File: config.mk
export PLATFORM = sky130hd
export DESIGN_NAME = lpft_fifo
export DESIGN_NICKNAME = d
export VERILOG_FILES = /design/src/rtl/core/lpft_pkg.sv /design/src/rtl/core/lpft_fifo.sv
export SDC_FILE = /design/constraint.sdc
export NUM_CORES = 1
export LEC_CHECK = 0
export BUFFER_PORTS_ARGS = -buffer_cell sky130_fd_sc_hd__buf_2
export CELL_PAD_IN_SITES_DETAIL_PLACEMENT = 1
export CELL_PAD_IN_SITES_GLOBAL_PLACEMENT = 1
export CORE_MARGIN = 2
export CORE_UTILIZATION = 45
export CTS_CLUSTER_DIAMETER = 80
export DETAILED_ROUTE_END_ITERATION = 7
export PLACE_DENSITY_LB_ADDON = 0.25
export REMOVE_ABC_BUFFERS = 1
export SYNTH_ARGS = -nofsm -noshare
export SYNTH_HDL_FRONTEND = slang
export SYNTH_SLANG_ARGS = --single-unit
File: constraint.sdc
create_clock -name clk_i -period 4.2 [get_ports clk_i]
set_input_delay 0.21 -clock clk_i [delete_from_list [all_inputs] [get_ports clk_i]]
set_output_delay 0.21 -clock clk_i [all_outputs]
set_load 0.01 [all_outputs]
File: src/rtl/core/lpft_pkg.sv
package lpft_pkg;

  // Point and result field widths
  localparam int COORD_BITS     = 20;
  localparam int QUAT_FRAC_BITS = 14;
  localparam int OUT_W          = 22;
  localparam int POS_W          = 21;
  localparam int QLANE_W        = 16;

  // Configuration register widths
  localparam int KEEP_W     = 8;
  localparam int BLIND_W    = 16;
  localparam int QUAT_REG_W = 4 * QLANE_W;
  localparam int POS_REG_W  = 3 * POS_W;

  // APB-style port: registers on 8-byte boundaries
  localparam int APB_DW    = 64;
  localparam int REG_IDX_W = 3;
  localparam int ADDR_LSB  = 3;
  localparam int APB_AW    = REG_IDX_W + ADDR_LSB;

  localparam logic [REG_IDX_W-1:0] REG_KEEP_EVERY = REG_IDX_W'(0);
  localparam logic [REG_IDX_W-1:0] REG_BLIND      = REG_IDX_W'(1);
  localparam logic [REG_IDX_W-1:0] REG_ATTITUDE   = REG_IDX_W'(2);
  localparam logic [REG_IDX_W-1:0] REG_VEH_POS    = REG_IDX_W'(3);
  localparam logic [REG_IDX_W-1:0] REG_ORG_POS    = REG_IDX_W'(4);

  localparam logic [KEEP_W-1:0]     KEEP_EVERY_RST = KEEP_W'(3);
  localparam logic [BLIND_W-1:0]    BLIND_RST      = BLIND_W'(500);
  localparam logic [QUAT_REG_W-1:0] ATTITUDE_RST   = QUAT_REG_W'(1 << QUAT_FRAC_BITS);

  // Squared range compare width
  localparam int SQ_W = (2 * COORD_BITS + 1 > 2 * BLIND_W) ? 2 * COORD_BITS + 1 : 2 * BLIND_W;

  // Rotation matrix arithmetic
  localparam int QP_W  = 2 * QLANE_W;
  localparam int PRE_W = ((2 * QUAT_FRAC_BITS + 2 > QP_W + 3) ?
                          2 * QUAT_FRAC_BITS + 2 : QP_W + 3) + 1;
  localparam int R_W   = PRE_W - QUAT_FRAC_BITS;
  localparam int F_W   = COORD_BITS + 1;
  localparam int P_W   = R_W + F_W;
  localparam int ACC_W = P_W + 2;
  localparam int NED_W = ACC_W + 2;

  // Front-to-back queue
  localparam int FIFO_AW    = 2;
  localparam int FIFO_DEPTH = 2 ** FIFO_AW;
  localparam int FIFO_CW    = FIFO_AW + 1;

  typedef logic signed [COORD_BITS-1:0] coord_t;
  typedef logic signed [OUT_W-1:0]      out_coord_t;
  typedef logic signed [R_W-1:0]        rot_entry_t;

  typedef struct packed {
    coord_t x;
    coord_t y;
    coord_t z;
    logic   kept;
    logic   last;
  } pt_item_t;

  typedef struct packed {
    logic [KEEP_W-1:0]    keep_every;
    logic [BLIND_W-1:0]   blind_radius_mm;
    rot_entry_t [2:0][2:0] rmat;
    logic [POS_REG_W-1:0] vehicle_pos;
    logic [POS_REG_W-1:0] origin_pos;
  } cfg_t;

  typedef enum logic [1:0] {
    B_IDLE,
    B_MUL,
    B_ACC,
    B_OUT
  } back_state_e;

  function automatic out_coord_t sat_out(input logic signed [NED_W-1:0] v);
    logic signed [NED_W-1:0] hi;
    logic signed [NED_W-1:0] lo;
    hi = {{(NED_W-OUT_W+1){1'b0}}, {(OUT_W-1){1'b1}}};
    lo = ~hi;
    if (v > hi) begin
      return hi[OUT_W-1:0];
    end else if (v < lo) begin
      return lo[OUT_W-1:0];
    end else begin
      return v[OUT_W-1:0];
    end
  endfunction

endpackage

File: src/rtl/core/lpft_fifo.sv
module lpft_fifo (
  input  logic               clk_i,
  input  logic               rst_ni,
  input  logic               push_valid_i,
  output logic               push_ready_o,
  input  lpft_pkg::pt_item_t push_item_i,
  output logic               pop_valid_o,
  input  logic               pop_i,
  output lpft_pkg::pt_item_t pop_item_o
);
  import lpft_pkg::*;

  pt_item_t             mem_q [FIFO_DEPTH];
  logic [FIFO_AW-1:0]   wr_ptr_q, rd_ptr_q;
  logic [FIFO_CW-1:0]   count_q;
  logic                 do_push, do_pop;

  assign push_ready_o = (count_q != FIFO_CW'(FIFO_DEPTH));
  assign pop_valid_o  = (count_q != '0);
  assign do_push      = push_valid_i && push_ready_o;
  assign do_pop       = pop_i && pop_valid_o;
  assign pop_item_o   = mem_q[rd_ptr_q];

  always_ff @(posedge clk_i) begin
    if (do_push) begin
      mem_q[wr_ptr_q] <= push_item_i;
    end
  end

  always_ff @(posedge clk_i or negedge rst_ni) begin
    if (!rst_ni) begin
      wr_ptr_q <= '0;
      rd_ptr_q <= '0;
      count_q  <= '0;
    end else begin
      if (do_push) begin
        wr_ptr_q <= wr_ptr_q + FIFO_AW'(1);
      end
      if (do_pop) begin
        rd_ptr_q <= rd_ptr_q + FIFO_AW'(1);
      end
      if (do_push && !do_pop) begin
        count_q <= count_q + FIFO_CW'(1);
      end else if (do_pop && !do_push) begin
        count_q <= count_q - FIFO_CW'(1);
      end
    end
  end

endmodule

# Word level (Yosys, flattened, before mapping)
# Memories as Yosys holds them, arrays and structs flattened.
# Cells that the tools add are included.
dict set report totals {
  reg_bits 7
  out_inout_bits 64
  inputBits 66
  n_memories 1
  mem_bits_rw 248
}
dict set report op_classes {
  mux 4
  n_reduce_logical 8
  eq_ne 1
  add_sub_neg 4
}
# name depth width rd rd_clocked_by_memory_dff write_ports line
set memory_table {}
lappend memory_table {mem_q 4 62 1 0 1 lpft_fifo.sv:13} ;# pt_item_t mem_q [FIFO_DEPTH];
# cell count
set ops {}
lappend ops {{two-way mux 3 bit} 2}
lappend ops {{adder 2 x 1 -> 2 bit (second input constant)} 2}
lappend ops {{logical AND 1 bit} 4}
lappend ops {{adder 3 x 1 -> 3 bit (second input constant)} 1}
lappend ops {{inequality test 3 bit (second input constant)} 1}
lappend ops {{nonzero test 3 bit} 1}
lappend ops {{subtractor 3 x 1 -> 3 bit (second input constant)} 1}
lappend ops {{zero test 1 bit} 2}
lappend ops {{two-way mux 1 bit} 2}
lappend ops {{nonzero test 2 bit} 1}

# Logic depth before layout (Yosys ltp)
dict set report logic_depth {
  word_depth 6
  mapped_depth 8
  depth_no_buf 8
}

# Worst setup path after synthesis
# Ideal clock, no wire load.
dict set report synth_path {
  path_kind {reg-to-reg}
  start {register count_q[0]}
  end {memory mem_q[0][0] (netlist bit), enable pin}
  t_required_ns 3.774
  slack_ns 1.537
  setup_ns 0.426
  synth_period_minus_slack_ns 2.663
  arrival_ns 2.237
  path_stages_with_launch 4
  cell_sequence {dfrtp_1 -> nor2_1 -> a21boi_2 -> and2_1}
}
dict set report synth_via {
  elab_chain_len 4
}
# item line
set synth_rtl {}
lappend synth_rtl {{from (decl)} lpft_fifo.sv:15} ;# logic [FIFO_CW-1:0] count_q;
lappend synth_rtl {{from (signal assigned)} lpft_fifo.sv:43} ;# count_q <= count_q + FIFO_CW'(1);
lappend synth_rtl {{from (signal assigned)} lpft_fifo.sv:45} ;# count_q <= count_q - FIFO_CW'(1);
lappend synth_rtl {{inequality test 3 bit} lpft_fifo.sv:18} ;# assign push_ready_o = (count_q != FIFO_CW'(FIFO_DEPTH));
lappend synth_rtl {{logical AND 1 bit} lpft_fifo.sv:20} ;# assign do_push = push_valid_i && push_ready_o;
lappend synth_rtl {{named net do_push} lpft_fifo.sv:16} ;# logic do_push, do_pop;
lappend synth_rtl {{two-way mux 1 bit} lpft_fifo.sv:25} ;# if (do_push) begin
lappend synth_rtl {{two-way mux 1 bit (implied by the code)} lpft_fifo.sv:26} ;# mem_q[wr_ptr_q] <= push_item_i;
lappend synth_rtl {{to (decl)} lpft_fifo.sv:13}
# The timed path passes the listed nets, and every way through them passes these cells.

==> metrics.csv <==
metric,value,unit
initial_utilization,46.2,%
ir_worst_vdd,0.000464,V
setup_ws,1340,ps
timing_hold_violations_final,0,
hpwl,9.86,mm
grt.total_usage,16.8,%
synthToLayoutAreaGrowth,26.0,%
avgSynthCellArea,26.3,um^2
synth_common_cells,"edfxtp_1, mux4_2, buf_2, dfrtp_1, buf_12",
ys_ff_latch,255,
synth_edf_count,248,
cts_made_buffers,26,
routed_via_density,5.20,
htreeDepth,1,
critPathKind,reg2out,
clock_latency,520,ps
slowest_stage,dfrtp_4,
synthTopCellsByArea,"edfxtp_1, mux4_2, dfrtp_1, buf_12, mux4_1",
synth_area,9430,um^2
synth_top_area_share,79.0,%
worstPathRequired,3990,ps
path_cells,buf_4 -> mux4_2 -> buf_2,
first_pass_iters,4,
port_buffers,129,
route.detailed.wl_per_inst,21.1,um
routabilityCongestion,0.666,
whs,51.6,ps
stdcell_area,11900,um^2
min_path_type,in2async,
routed_wl,18.1,mm
rsz0062_at_grt,no,
period_share,68.2,%
status,completed,
fin_tns_setup,0,ps
drcViolationCount,0,
overflow,0,
dp_slack,1790,ps
r2r_setup_slack,2000,ps
worst_setup_path_end_kind,primary output,
crit-reg2reg-capture,count_q[2],
slew_violations,0,
postRouteAntennaNets,0,
r2r_start,count_q[1],
grt_pass1_vias,5045,
reg2reg_depth,8,
fmax,349,MHz
dpl.cell_count,746,
synth_area_leader_cell,edfxtp_1,
critPathArrivalTime,2650,ps
grt_pass1_wl,28.2,mm
critPathMaxFanout,41,
slew_headroom,33.8,%
postSynthCellCount,359,
cpPeakStageDelay,970,ps
numClockSinks,255,
power,8.35,mW
final_cells,858,
via_count,4460,
path_clk_slew,60,ps
rows,52,
yosys_warnings,0,
drive_gt1_share,40.8,%
max_slew.worst_pin.slew,993,ps
synth_flop_cell,edfxtp_1,
dieHeight,149,um
yosysMostFrequentCell,edfxtp_1,
leakagePower,4.12,nW
period_minus_slack,2860,ps
drv_cap,0,
placedInstanceArea,10300,um^2
coreArea,20400,um^2
die_w,149,um
startpoint_type,flip-flop,
dieArea,22100,um^2
fin_worst_skew,15.9,ps
powerDensity,703,nW/um^2
io_pins,130,
final_nets,640,
postSynth.asyncResetShare,2.75,%
grt_max_degree,64,
drt_first_iter_violations,204,
utilization,58.2,%
seq_area_frac_synth,80.8,%
diodes,0,
antenna_found_initial,0,
root_buffer,clkbuf_16,
setup_viol,0,
ys_types,19,
cts_tree,done,
cts_buffer_depth,3,
==> flip-flops by register name, indices dropped and copies added, names as in the netlist <==
register and count:
rd_ptr_q 2, mem_q 248, wr_ptr_q 2, count_q 3
==> per-layer routing <==
metal / vias to the layer above / track usage, % / wire length [um]
li1: 1962 / - / -
met4: 0 / 4.05 / 272
met2: 134 / 29.1 / 9050
met5: - / 0 / 0
met1: 2342 / 22.5 / 7790
met3: 22 / 3.09 / 979
==> worst max path at each step <==
| stage | cells after the start | startpoint | endpoint |
|---|---|---|---|
| 3_5_place_dp | 3 | rd_ptr_q[0] | pop_item_o[50] |
| 3_3_place_gp | 3 | rd_ptr_q[0] | pop_item_o[34] |
| 5_1_grt | 3 | rd_ptr_q[0] | pop_item_o[50] |
| 6_report | 3 | rd_ptr_q[0] | pop_item_o[20] |
| 2_1_floorplan | 1 | rd_ptr_q[0] | pop_item_o[48] |
| 4_1_cts | 3 | rd_ptr_q[0] | pop_item_o[20] |
==> critical path: cells and delay by family (launching register included) <==
family / cells / cell delay (ps)
flops: 1 / 970
mux: 1 / 570
buf+inv: 2 / 580
==> cell families after synthesis <==
logic type | share of synthesized area, %
flip-flops | 80.8
multiplexers | 15.2
buffers and inverters | 1.88
AND/OR/NAND/NOR | 0.544
XOR/XNOR | 0.557
adder cells (fa/ha/maj) | 0.876
AO/OA/AOI/OAI | 0.119
==> layout by cell type (no fill, tap or decap), types with 2 or more instances in the layout <==
cell type,count
and2_4,4
buf_2,129
buf_4,2
bufinv_16,7
clkbuf_16,27
clkinv_1,5
clkinv_2,2
clkinvlp_4,5
dfrtp_1,5
dfrtp_4,2
dlygate4sd3_1,64
edfxtp_1,248
ha_1,5
inv_1,3
mux2_2,2
mux4_1,4
mux4_2,58
nand2_1,2
nor2_1,2
xnor2_1,4
xor2_1,2
==> what timing repair did <==
| item | in CTS | in global routing |
|---|---|---|
| endpoints found under the setup margin | 0 | 0 |
| hold buffers | 64 | 0 |
| endpoints found under the hold margin | 257 | 0 |
| buffers inserted | 0 | 0 |
| gates resized for setup | 0 | 0 |
==> where the power goes <==
group	internal [mW]	switching, mW	total, mW
registers	3.38	0.382	3.76
clock network	1.60	0.951	2.55
logic	1.04	0.999	2.04
total	6.02	2.33	8.35
==> final cells by class <==
class                           instances  area, um^2
Fill cell                            1755        8540
Sequential cell                       255        7630
Multi-Input combinational cell         87        1640
Timing Repair Buffer                  195        1300
Clock buffer                           28         679
Tap cell                              270         338
Clock inverter                         20         285
Inverter                                3        11.3
No activity file was read; power rests on OpenSTA's default activity.
