==> config.mk <==
export PLATFORM = sky130hd
export DESIGN_NAME = lpft_back_flat
export DESIGN_NICKNAME = d
export VERILOG_FILES = /design/src/rtl/core/lpft_pkg.sv /design/src/rtl/core/lpft_if.sv /design/src/rtl/core/lpft_back.sv /design/src/flat_wrapper.sv
export SDC_FILE = /design/constraint.sdc
export NUM_CORES = 2
export LEC_CHECK = 0
export ABC_CLOCK_PERIOD_IN_PS = 19250
export BUFFER_PORTS_ARGS = -buffer_cell sky130_fd_sc_hd__buf_2
export CAP_MARGIN = 40
export CORE_MARGIN = 4
export CORE_UTILIZATION = 35
export CTS_CLUSTER_SIZE = 14
export DETAILED_ROUTE_END_ITERATION = 8
export PLACE_DENSITY_LB_ADDON = 0.08
export REMOVE_ABC_BUFFERS = 1
export SLEW_MARGIN = 20
export SYNTH_ARGS = -nofsm -noshare
export SYNTH_HDL_FRONTEND = slang
export SYNTH_SLANG_ARGS = --single-unit
export TNS_END_PERCENT = 5
==> constraint.sdc <==
create_clock -name clk_i -period 19.25 [get_ports clk_i]
set_input_delay 1.925 -clock clk_i [delete_from_list [all_inputs] [get_ports clk_i]]
set_output_delay 1.925 -clock clk_i [all_outputs]
set_load 0.005 [all_outputs]
==> src/rtl/core/lpft_pkg.sv <==
package lpft_pkg;

  // Point and result field widths
  localparam int COORD_BITS     = 20;
  localparam int QUAT_FRAC_BITS = 14;
  localparam int OUT_W          = 22;
  localparam int POS_W          = 21;
  localparam int QLANE_W        = 16;

  // Configuration register widths
  localparam int KEEP_W     = 8;
  localparam int BLIND_W    = 16;
  localparam int QUAT_REG_W = 4 * QLANE_W;
  localparam int POS_REG_W  = 3 * POS_W;

  // APB-style port: registers on 8-byte boundaries
  localparam int APB_DW    = 64;
  localparam int REG_IDX_W = 3;
  localparam int ADDR_LSB  = 3;
  localparam int APB_AW    = REG_IDX_W + ADDR_LSB;

  localparam logic [REG_IDX_W-1:0] REG_KEEP_EVERY = REG_IDX_W'(0);
  localparam logic [REG_IDX_W-1:0] REG_BLIND      = REG_IDX_W'(1);
  localparam logic [REG_IDX_W-1:0] REG_ATTITUDE   = REG_IDX_W'(2);
  localparam logic [REG_IDX_W-1:0] REG_VEH_POS    = REG_IDX_W'(3);
  localparam logic [REG_IDX_W-1:0] REG_ORG_POS    = REG_IDX_W'(4);

  localparam logic [KEEP_W-1:0]     KEEP_EVERY_RST = KEEP_W'(3);
  localparam logic [BLIND_W-1:0]    BLIND_RST      = BLIND_W'(500);
  localparam logic [QUAT_REG_W-1:0] ATTITUDE_RST   = QUAT_REG_W'(1 << QUAT_FRAC_BITS);

  // Squared range compare width
  localparam int SQ_W = (2 * COORD_BITS + 1 > 2 * BLIND_W) ? 2 * COORD_BITS + 1 : 2 * BLIND_W;

  // Rotation matrix arithmetic
  localparam int QP_W  = 2 * QLANE_W;
  localparam int PRE_W = ((2 * QUAT_FRAC_BITS + 2 > QP_W + 3) ?
                          2 * QUAT_FRAC_BITS + 2 : QP_W + 3) + 1;
  localparam int R_W   = PRE_W - QUAT_FRAC_BITS;
  localparam int F_W   = COORD_BITS + 1;
  localparam int P_W   = R_W + F_W;
  localparam int ACC_W = P_W + 2;
  localparam int NED_W = ACC_W + 2;

  // Front-to-back queue
  localparam int FIFO_AW    = 2;
  localparam int FIFO_DEPTH = 2 ** FIFO_AW;
  localparam int FIFO_CW    = FIFO_AW + 1;

  typedef logic signed [COORD_BITS-1:0] coord_t;
  typedef logic signed [OUT_W-1:0]      out_coord_t;
  typedef logic signed [R_W-1:0]        rot_entry_t;

  typedef struct packed {
    coord_t x;
    coord_t y;
    coord_t z;
    logic   kept;
    logic   last;
  } pt_item_t;

  typedef struct packed {
    logic [KEEP_W-1:0]    keep_every;
    logic [BLIND_W-1:0]   blind_radius_mm;
    rot_entry_t [2:0][2:0] rmat;
    logic [POS_REG_W-1:0] vehicle_pos;
    logic [POS_REG_W-1:0] origin_pos;
  } cfg_t;

  typedef enum logic [1:0] {
    B_IDLE,
    B_MUL,
    B_ACC,
    B_OUT
  } back_state_e;

  function automatic out_coord_t sat_out(input logic signed [NED_W-1:0] v);
    logic signed [NED_W-1:0] hi;
    logic signed [NED_W-1:0] lo;
    hi = {{(NED_W-OUT_W+1){1'b0}}, {(OUT_W-1){1'b1}}};
    lo = ~hi;
    if (v > hi) begin
      return hi[OUT_W-1:0];
    end else if (v < lo) begin
      return lo[OUT_W-1:0];
    end else begin
      return v[OUT_W-1:0];
    end
  endfunction

endpackage

==> src/rtl/core/lpft_if.sv <==


interface lpft_res_if;
  import lpft_pkg::*;

  logic       valid;
  logic       ready;
  out_coord_t out_east;
  out_coord_t out_north;
  out_coord_t out_up;
  logic       kept;
  logic       out_cloud_end;

  modport source (output valid, output out_east, output out_north, output out_up,
                  output kept, output out_cloud_end, input ready);
  modport sink   (input valid, input out_east, input out_north, input out_up,
                  input kept, input out_cloud_end, output ready);
endinterface

==> src/rtl/core/lpft_back.sv <==
module lpft_back (
  input  logic               clk_i,
  input  logic               rst_ni,
  input  logic               pop_valid_i,
  output logic               pop_o,
  input  lpft_pkg::pt_item_t pop_item_i,
  input  lpft_pkg::cfg_t     cfg_i,
  lpft_res_if.source         res_o
);
  import lpft_pkg::*;

  localparam logic [1:0] ROW_NORTH = 2'd0;
  localparam logic [1:0] ROW_EAST  = 2'd1;
  localparam logic [1:0] ROW_DOWN  = 2'd2;

  back_state_e state_q, state_d;
  logic [1:0]  row_q;
  logic        mul_en, acc_en, out_load, out_free;

  logic signed [F_W-1:0] fx_q, fy_q, fz_q;
  logic                  kept_q, last_q;
  logic signed [P_W-1:0] prod0_q, prod1_q, prod2_q;
  logic signed [P_W-1:0] rc0, rc1, rc2;

  logic signed [ACC_W-1:0] acc, half, rounded;
  logic signed [POS_W-1:0] veh, org;
  logic signed [NED_W-1:0] ned;

  out_coord_t res_n_q, res_e_q, res_u_q;
  logic       out_valid_q;
  out_coord_t out_e_q, out_n_q, out_u_q;
  logic       out_kept_q, out_last_q;

  assign out_free = !out_valid_q || res_o.ready;

  always_comb begin
    state_d = state_q;
    unique case (state_q)
      B_IDLE: begin
        if (pop_valid_i) begin
          state_d = pop_item_i.kept ? B_MUL : B_OUT;
        end
      end
      B_MUL: state_d = B_ACC;
      B_ACC: state_d = (row_q == ROW_DOWN) ? B_OUT : B_MUL;
      B_OUT: begin
        if (out_free) begin
          state_d = B_IDLE;
        end
      end
      default: state_d = B_IDLE;
    endcase
  end

  always_comb begin
    pop_o    = 1'b0;
    mul_en   = 1'b0;
    acc_en   = 1'b0;
    out_load = 1'b0;
    unique case (state_q)
      B_IDLE:  pop_o    = pop_valid_i;
      B_MUL:   mul_en   = 1'b1;
      B_ACC:   acc_en   = 1'b1;
      B_OUT:   out_load = out_free;
      default: ;
    endcase
  end

  always_ff @(posedge clk_i or negedge rst_ni) begin
    if (!rst_ni) begin
      state_q <= B_IDLE;
      row_q   <= ROW_NORTH;
    end else begin
      state_q <= state_d;
      if (pop_o) begin
        row_q <= ROW_NORTH;
      end else if (acc_en) begin
        row_q <= row_q + 2'd1;
      end
    end
  end

  // One row of the rotation per multiply/accumulate pair
  assign rc0 = P_W'($signed(cfg_i.rmat[row_q][0]));
  assign rc1 = P_W'($signed(cfg_i.rmat[row_q][1]));
  assign rc2 = P_W'($signed(cfg_i.rmat[row_q][2]));

  always_ff @(posedge clk_i) begin
    if (pop_o) begin
      // FLU to FRD
      fx_q   <= F_W'(pop_item_i.x);
      fy_q   <= -F_W'(pop_item_i.y);
      fz_q   <= -F_W'(pop_item_i.z);
      kept_q <= pop_item_i.kept;
      last_q <= pop_item_i.last;
    end
    if (mul_en) begin
      prod0_q <= rc0 * P_W'(fx_q);
      prod1_q <= rc1 * P_W'(fy_q);
      prod2_q <= rc2 * P_W'(fz_q);
    end
  end

  always_comb begin
    half = '0;
    half[QUAT_FRAC_BITS-1] = 1'b1;
    acc     = ACC_W'(prod0_q) + ACC_W'(prod1_q) + ACC_W'(prod2_q);
    rounded = (acc + half) >>> QUAT_FRAC_BITS;
    veh     = cfg_i.vehicle_pos[POS_W*row_q +: POS_W];
    org     = cfg_i.origin_pos[POS_W*row_q +: POS_W];
    ned     = NED_W'(rounded) + NED_W'(veh) - NED_W'(org);
  end

  // NED to ENU happens on the way into the result registers
  always_ff @(posedge clk_i) begin
    if (pop_o) begin
      res_n_q <= '0;
      res_e_q <= '0;
      res_u_q <= '0;
    end else if (acc_en) begin
      case (row_q)
        ROW_NORTH: res_n_q <= sat_out(ned);
        ROW_EAST:  res_e_q <= sat_out(ned);
        ROW_DOWN:  res_u_q <= sat_out(-ned);
        default: ;
      endcase
    end
  end

  always_ff @(posedge clk_i or negedge rst_ni) begin
    if (!rst_ni) begin
      out_valid_q <= 1'b0;
    end else if (out_load) begin
      out_valid_q <= 1'b1;
    end else if (res_o.ready) begin
      out_valid_q <= 1'b0;
    end
  end

  always_ff @(posedge clk_i) begin
    if (out_load) begin
      out_e_q    <= res_e_q;
      out_n_q    <= res_n_q;
      out_u_q    <= res_u_q;
      out_kept_q <= kept_q;
      out_last_q <= last_q;
    end
  end

  assign res_o.valid         = out_valid_q;
  assign res_o.out_east      = out_e_q;
  assign res_o.out_north     = out_n_q;
  assign res_o.out_up        = out_u_q;
  assign res_o.kept          = out_kept_q;
  assign res_o.out_cloud_end = out_last_q;

endmodule

==> src/flat_wrapper.sv <==
// flat-port wrapper written by rule: the top's interface ports become plain ports
module lpft_back_flat import lpft_pkg::*;
  (clk_i, rst_ni, pop_valid_i, pop_o, pop_item_i, cfg_i, res_o_valid, res_o_out_east, res_o_out_north, res_o_out_up, res_o_kept, res_o_out_cloud_end, res_o_ready);
  lpft_res_if res_o_i ();
  input  logic clk_i;
  input  logic rst_ni;
  input  logic pop_valid_i;
  output logic pop_o;
  input  lpft_pkg::pt_item_t pop_item_i;
  input  lpft_pkg::cfg_t cfg_i;
  output wire logic [$bits(res_o_i.valid)-1:0] res_o_valid;
  output wire logic [$bits(res_o_i.out_east)-1:0] res_o_out_east;
  output wire logic [$bits(res_o_i.out_north)-1:0] res_o_out_north;
  output wire logic [$bits(res_o_i.out_up)-1:0] res_o_out_up;
  output wire logic [$bits(res_o_i.kept)-1:0] res_o_kept;
  output wire logic [$bits(res_o_i.out_cloud_end)-1:0] res_o_out_cloud_end;
  input wire logic [$bits(res_o_i.ready)-1:0] res_o_ready;
  assign res_o_valid = res_o_i.valid;
  assign res_o_out_east = res_o_i.out_east;
  assign res_o_out_north = res_o_i.out_north;
  assign res_o_out_up = res_o_i.out_up;
  assign res_o_kept = res_o_i.kept;
  assign res_o_out_cloud_end = res_o_i.out_cloud_end;
  assign res_o_i.ready = res_o_ready;
  lpft_back u_core (.clk_i(clk_i), .rst_ni(rst_ni), .pop_valid_i(pop_valid_i), .pop_o(pop_o), .pop_item_i(pop_item_i), .cfg_i(cfg_i), .res_o(res_o_i));
endmodule
* Word-level counts from Yosys, hierarchy flattened
Index checks and enable logic that the tools add are counted.
Storage, ports and cells: flip-flop bits (word level) 331, input bits 414, output and inout bits 70, logic and storage cells 75
Cells by class: $add $sub $neg 9, $mul 4, order comparisons 5, equal/unequal tests 7, shift operators 2, muxes and demuxes 19, reduce and logical (&&, ||, !) cells 10
Operator list (number):
- $bmux W66 S2 | 1
- $shiftx A63 B8 Y21 | 2
- $gt A47 B22 Y1 const B | 2
- $lt A47 B22 Y1 const B | 2
- $mux W22 | 4
- $mul A22 B21 Y43 | 2
- $mux W66 | 1
- $neg A47 Y47 | 1
- $add A44 B43 Y45 | 1
- $add A45 B15 Y45 const B | 1
- $add A42 B43 Y44 | 1
- $mul A22 B20 Y42 | 1
- $neg A20 Y21 | 2
- $sub A32 B21 Y33 | 1
- $add A31 B21 Y32 | 1
- $mux W2 | 6
- $pmux W2 S4 | 1
- $reduce_and A2 Y1 | 4
- $mul A5 B2 Y7 const A | 1
- $eq A2 B2 Y1 const B | 3
- $mux W1 | 6
- $eq A2 B1 Y1 const B | 2
- $logic_not A2 Y1 | 2
- $reduce_bool A2 Y1 | 2
- 6 further kinds | 6

* Depth between registers and ports, before layout
word-level depth 9, depth in mapped cells 40

* Least setup slack after synthesis
Ideal clock, no wire load.
kind input to register, start point input port cfg_i[316] (netlist bit), end point register u_core.prod2_q[42] (data pin), setup time 260 ps, arrival time 8669 ps, required time 18990 ps, setup slack 10322 ps, stages 31, path buffers 1, cell sequence mux2i_1 o21ai_0 clkbuf_1 nand2_1 fa_1 inv_1 fa_1 inv_1 fa_1 fa_1 fa_1 inv_1 fa_1 inv_1 fa_1 inv_1 ha_1 a21oi_1 o21bai_1 a21o_1 a21o_1 a21o_1 or3_1 o211ai_1 a41oi_1 o21ai_0 a311oi_1 nand4_1 nand4b_1 a21oi_1 xnor2_1
Between the ends: word-level cells in the longest chain between the ends 3
Ends and longest elaborated chain:
- start, declared | RTL line flat_wrapper.sv:10 | input lpft_pkg::cfg_t cfg_i;
- $bmux W66 S2 | RTL line lpft_back.sv:86 | assign rc2 = P_W'($signed(cfg_i.rmat[row_q][2]));
- $mux W66
- $mul A22 B21 Y43 | RTL line lpft_back.sv:100 | prod2_q <= rc2 * P_W'(fz_q);
- end signal, assigned | RTL line lpft_back.sv:100
- end, declared | RTL line lpft_back.sv:22 | logic signed [P_W-1:0] prod0_q, prod1_q, prod2_q;
Every way passes these cells. The select of a mux whose other input is x is not followed. A chain may end at the register's enable or synchronous reset.

* Worst setup path after layout
start point register u_core.prod2_q[6], end point register u_core.res_u_q[12]
Between the ends: word-level cells in the longest chain between the ends 8, elaborated cells between the ends (all ways) 9
Ends and longest elaborated chain:
- $add A44 B43 Y45 * | RTL line lpft_back.sv:107 | acc = ACC_W'(prod0_q) + ACC_W'(prod1_q) + ACC_W'(prod2_q);
- $add A45 B15 Y45 * | RTL line lpft_back.sv:108 | rounded = (acc + half) >>> QUAT_FRAC_BITS;
- $add A31 B21 Y32 * | RTL line lpft_back.sv:111 | ned = NED_W'(rounded) + NED_W'(veh) - NED_W'(org);
- $sub A32 B21 Y33 * | RTL line lpft_back.sv:111
- $neg A47 Y47 * | RTL line lpft_back.sv:124 | ROW_DOWN: res_u_q <= sat_out(-ned);
- $lt A47 B22 Y1 | RTL line lpft_pkg.sv:84 | end else if (v < lo) begin
- $mux W22 | RTL line lpft_pkg.sv:84
- $mux W22 * | RTL line lpft_pkg.sv:82 | if (v > hi) begin
- end signal, assigned | RTL line lpft_back.sv:124
- end, declared | RTL line lpft_back.sv:29 | out_coord_t res_n_q, res_e_q, res_u_q;
Mark *: on every way between the ends. The rest lies on a longest branch, timed or not.

==> metrics.yaml <==
tightest_slew_ps: 874
ys_ff_latch: 331
hold_class: "register to register"
avgSynthCellArea_um2: 9.53
drv_cap: 0
grt_max_degree: 129
syn_area_mm2: 0.0695
h-tree-depth: 2
hpwl_um: 159000
yosys-top-cells-area: "fa_1 43%, edfxtp_1 11%, inv_1 8.5%"
grt_pass1_wl_um: 308000
drt_iter0_drc: 2174
routabilityCongestion: 0.825
worst_slack_ps: 8750
clockBufferDepth: 3
cts_hold_buf: 0
worst-setup-path-type: "register to register"
area_delta_synth_final_pct: 10.6
antenna_found_initial: 5
slew_headroom: 0.417
overflow: 0
post_cts_buffers: 0
wl_met2_um: 89300
drv_slew: 0
end_kind: "register"
die_w_um: 454
crit_slowest_cell: "xnor2_1"
critPathRequiredTime_ps: 19730
setup_tns_ps: 0
outcome: "finished clean"
min_period_ps: 10500
dieArea_mm2: 0.206
vias_per_cell: 4.75
final_cell_mix: "1579 x inv_1, 1485 x fa_1, 1083 x nand2_1"
finalHoldViolations: 0
grt_pass1_vias: 52700
synth_top_area_share: 0.428
io_buffers: 459
synth_edf_count: 260
vias: 49000
highest_layer: "met4"
synth-async-reset-ratio: 0.0151
ys_types: 101
postLayoutCoreUtil: 0.390
pre_cts_ws_ps: 8850
crit_top_cell: "a21o_1"
drc: 0
cts_tree: "yes"
slowest_delay_ps: 670
clkSlewWorstSetupHoldPaths_ps: 60
met1_length_um: 92400
ys.warnings.count: 0
cts_buffers: 48
setup_violations: 0
timing.final.crit_share: 0.545
dr.pass1.iters: 5
arrival_ps: 10980
clkLatencyLatePin_ps: 660
startpoint_type: "register"
grt_usage: 0.192
final_antenna_net_count: 0
initial_utilization: 0.352
die_h_um: 454
nFillCells: 20100
nNetsFinal: 9990
wl_per_cell_um: 18.7
synth_ff_type: "edfxtp_1"
io_pins: 484
synth_top_area_cell: "fa_1"
layout_commonest_cell: "inv_1"
clock_skew_ps: 61.4
rsz0062_at_grt: "no"
syn_inst: 7297
core_area_mm2: 0.197
path_max_fanout: 10
drt-total-wl_um: 193000
seq_area_frac_synth: 0.133
cts_resized: 0
cts-root-buf: "clkbuf_16"
max_freq_mhz: 95.2
drive_above_1_share: 0.105
cts.sinks: 331
fp-row-count: 163
dr_wl_met3_um: 7870
kinds of logic (layout without fill, tap and decap cells):
kind of cell / Yosys count / in the layout / synth area share
muxes: 115 / 115 / 0.0167
and+or+nand+nor: 2045 / 2045 / 0.138
AOI/OAI and AO/OA: 698 / 698 / 0.0660
adders and majority gates: 1947 / 1947 / 0.511
buffers and inverters: 1922 / 2290 / 0.105
xor gates and xnor gates: 239 / 239 / 0.0304
other: 0 / 1 / 0
DFF: 331 / 331 / 0.133
stage by stage:
step | std cells | hold WS (ps) | cell area, um^2
after floorplan | 6955 | 400 | 68200
after global placement | 10200 | 402 | 74900
after detailed placement | 10200 | 405 | 75300
after CTS | 10300 | 405 | 76800
after global routing | 10300 | 420 | 76900
final | 10300 | 407 | 76900
critical path, delay by kind of cell (launching register included):
kind / cells / cell delay, ps
AO/OA/AOI/OAI: 18 / 4050
buffers and inverters: 3 / 310
adder cells (fa/ha/maj): 5 / 2050
AND/OR/NAND/NOR: 7 / 2590
flip-flops: 1 / 320
XOR/XNOR: 3 / 1010
path summary, 6_finish.rpt:
check	endpoint	slack, ps	depth (start not counted)	from
min in group asynchronous	u_core.res_o.valid$_DFFE_PN0P_	1110	1	rst_ni
worst max register to register	u_core.res_u_q[12]$_SDFFE_PP0P_	8750	36	u_core.prod2_q[6]$_DFFE_PP_
worst min-delay path	u_core.res_o.out_up[8]$_DFFE_PP_	410	0	u_core.res_u_q[8]$_SDFFE_PP0P_
worst min register to register	u_core.res_o.out_up[8]$_DFFE_PP_	410	0	u_core.res_u_q[8]$_SDFFE_PP0P_
worst max-delay path	u_core.res_u_q[12]$_SDFFE_PP0P_	8750	36	u_core.prod2_q[6]$_DFFE_PP_
max in group asynchronous	u_core.row_q[0]$_DFFE_PN0P_	17980	1	rst_ni
routing by layer:
| metal | global-route usage | up-vias |
|---|---|---|
| li1 | - | 22800 |
| met1 | 0.279 | 25000 |
| met2 | 0.317 | 967 |
| met3 | 0.0176 | 138 |
| met4 | 0.0343 | 0 |
| met5 | 0 | - |
cells in the mapped netlist (25+ instances only):
| cell | n |
|---|---|
| inv_1 | 1579 |
| fa_1 | 1485 |
| nand2_1 | 1083 |
| ha_1 | 462 |
| and2_1 | 412 |
| clkbuf_1 | 312 |
| edfxtp_1 | 260 |
| nor2_1 | 197 |
| a21oi_1 | 183 |
| o21ai_0 | 177 |
| xnor2_1 | 159 |
| mux2i_1 | 110 |
| nand2b_1 | 88 |
| a21o_1 | 85 |
| xor2_1 | 79 |
| dfxtp_1 | 66 |
| a211oi_1 | 61 |
| nor3_1 | 57 |
| nand3_1 | 44 |
| o21a_1 | 25 |
area by class of cell:
| class | count | area (um^2) | area share |
|---|---|---|---|
| Sequential cell | 331 | 9260 | 0.120 |
| Antenna cell | 1 | 2.50 | 0.0000325 |
| Clock buffer | 62 | 1330 | 0.0172 |
| Tap cell | 2640 | 3300 | 0.0430 |
| Multi-Input combinational cell | 5044 | 53100 | 0.691 |
| Timing Repair Buffer | 624 | 3810 | 0.0495 |
| Inverter | 1580 | 5940 | 0.0772 |
| Clock inverter | 24 | 150 | 0.00195 |
state kept, by name, indices dropped and copies added, names as in the netlist:
| register | flops |
|---|---|
| u_core.res_o.valid | 1 |
| u_core.prod2_q | 43 |
| u_core.prod1_q | 43 |
| u_core.state_q | 2 |
| u_core.prod0_q | 42 |
| u_core.fy_q | 21 |
| u_core.res_o.kept | 1 |
| u_core.kept_q | 1 |
| u_core.res_o.out_up | 22 |
| u_core.res_u_q | 22 |
| u_core.row_q | 2 |
| u_core.res_e_q | 22 |
| u_core.res_o.out_cloud_end | 1 |
| u_core.fz_q | 21 |
| u_core.res_o.out_east | 22 |
| u_core.res_n_q | 22 |
| u_core.res_o.out_north | 22 |
| u_core.fx_q | 20 |
| u_core.last_q | 1 |
Power is not shown: default switching activity piles up to over one toggle a cycle in this logic, so the estimate is an artifact.
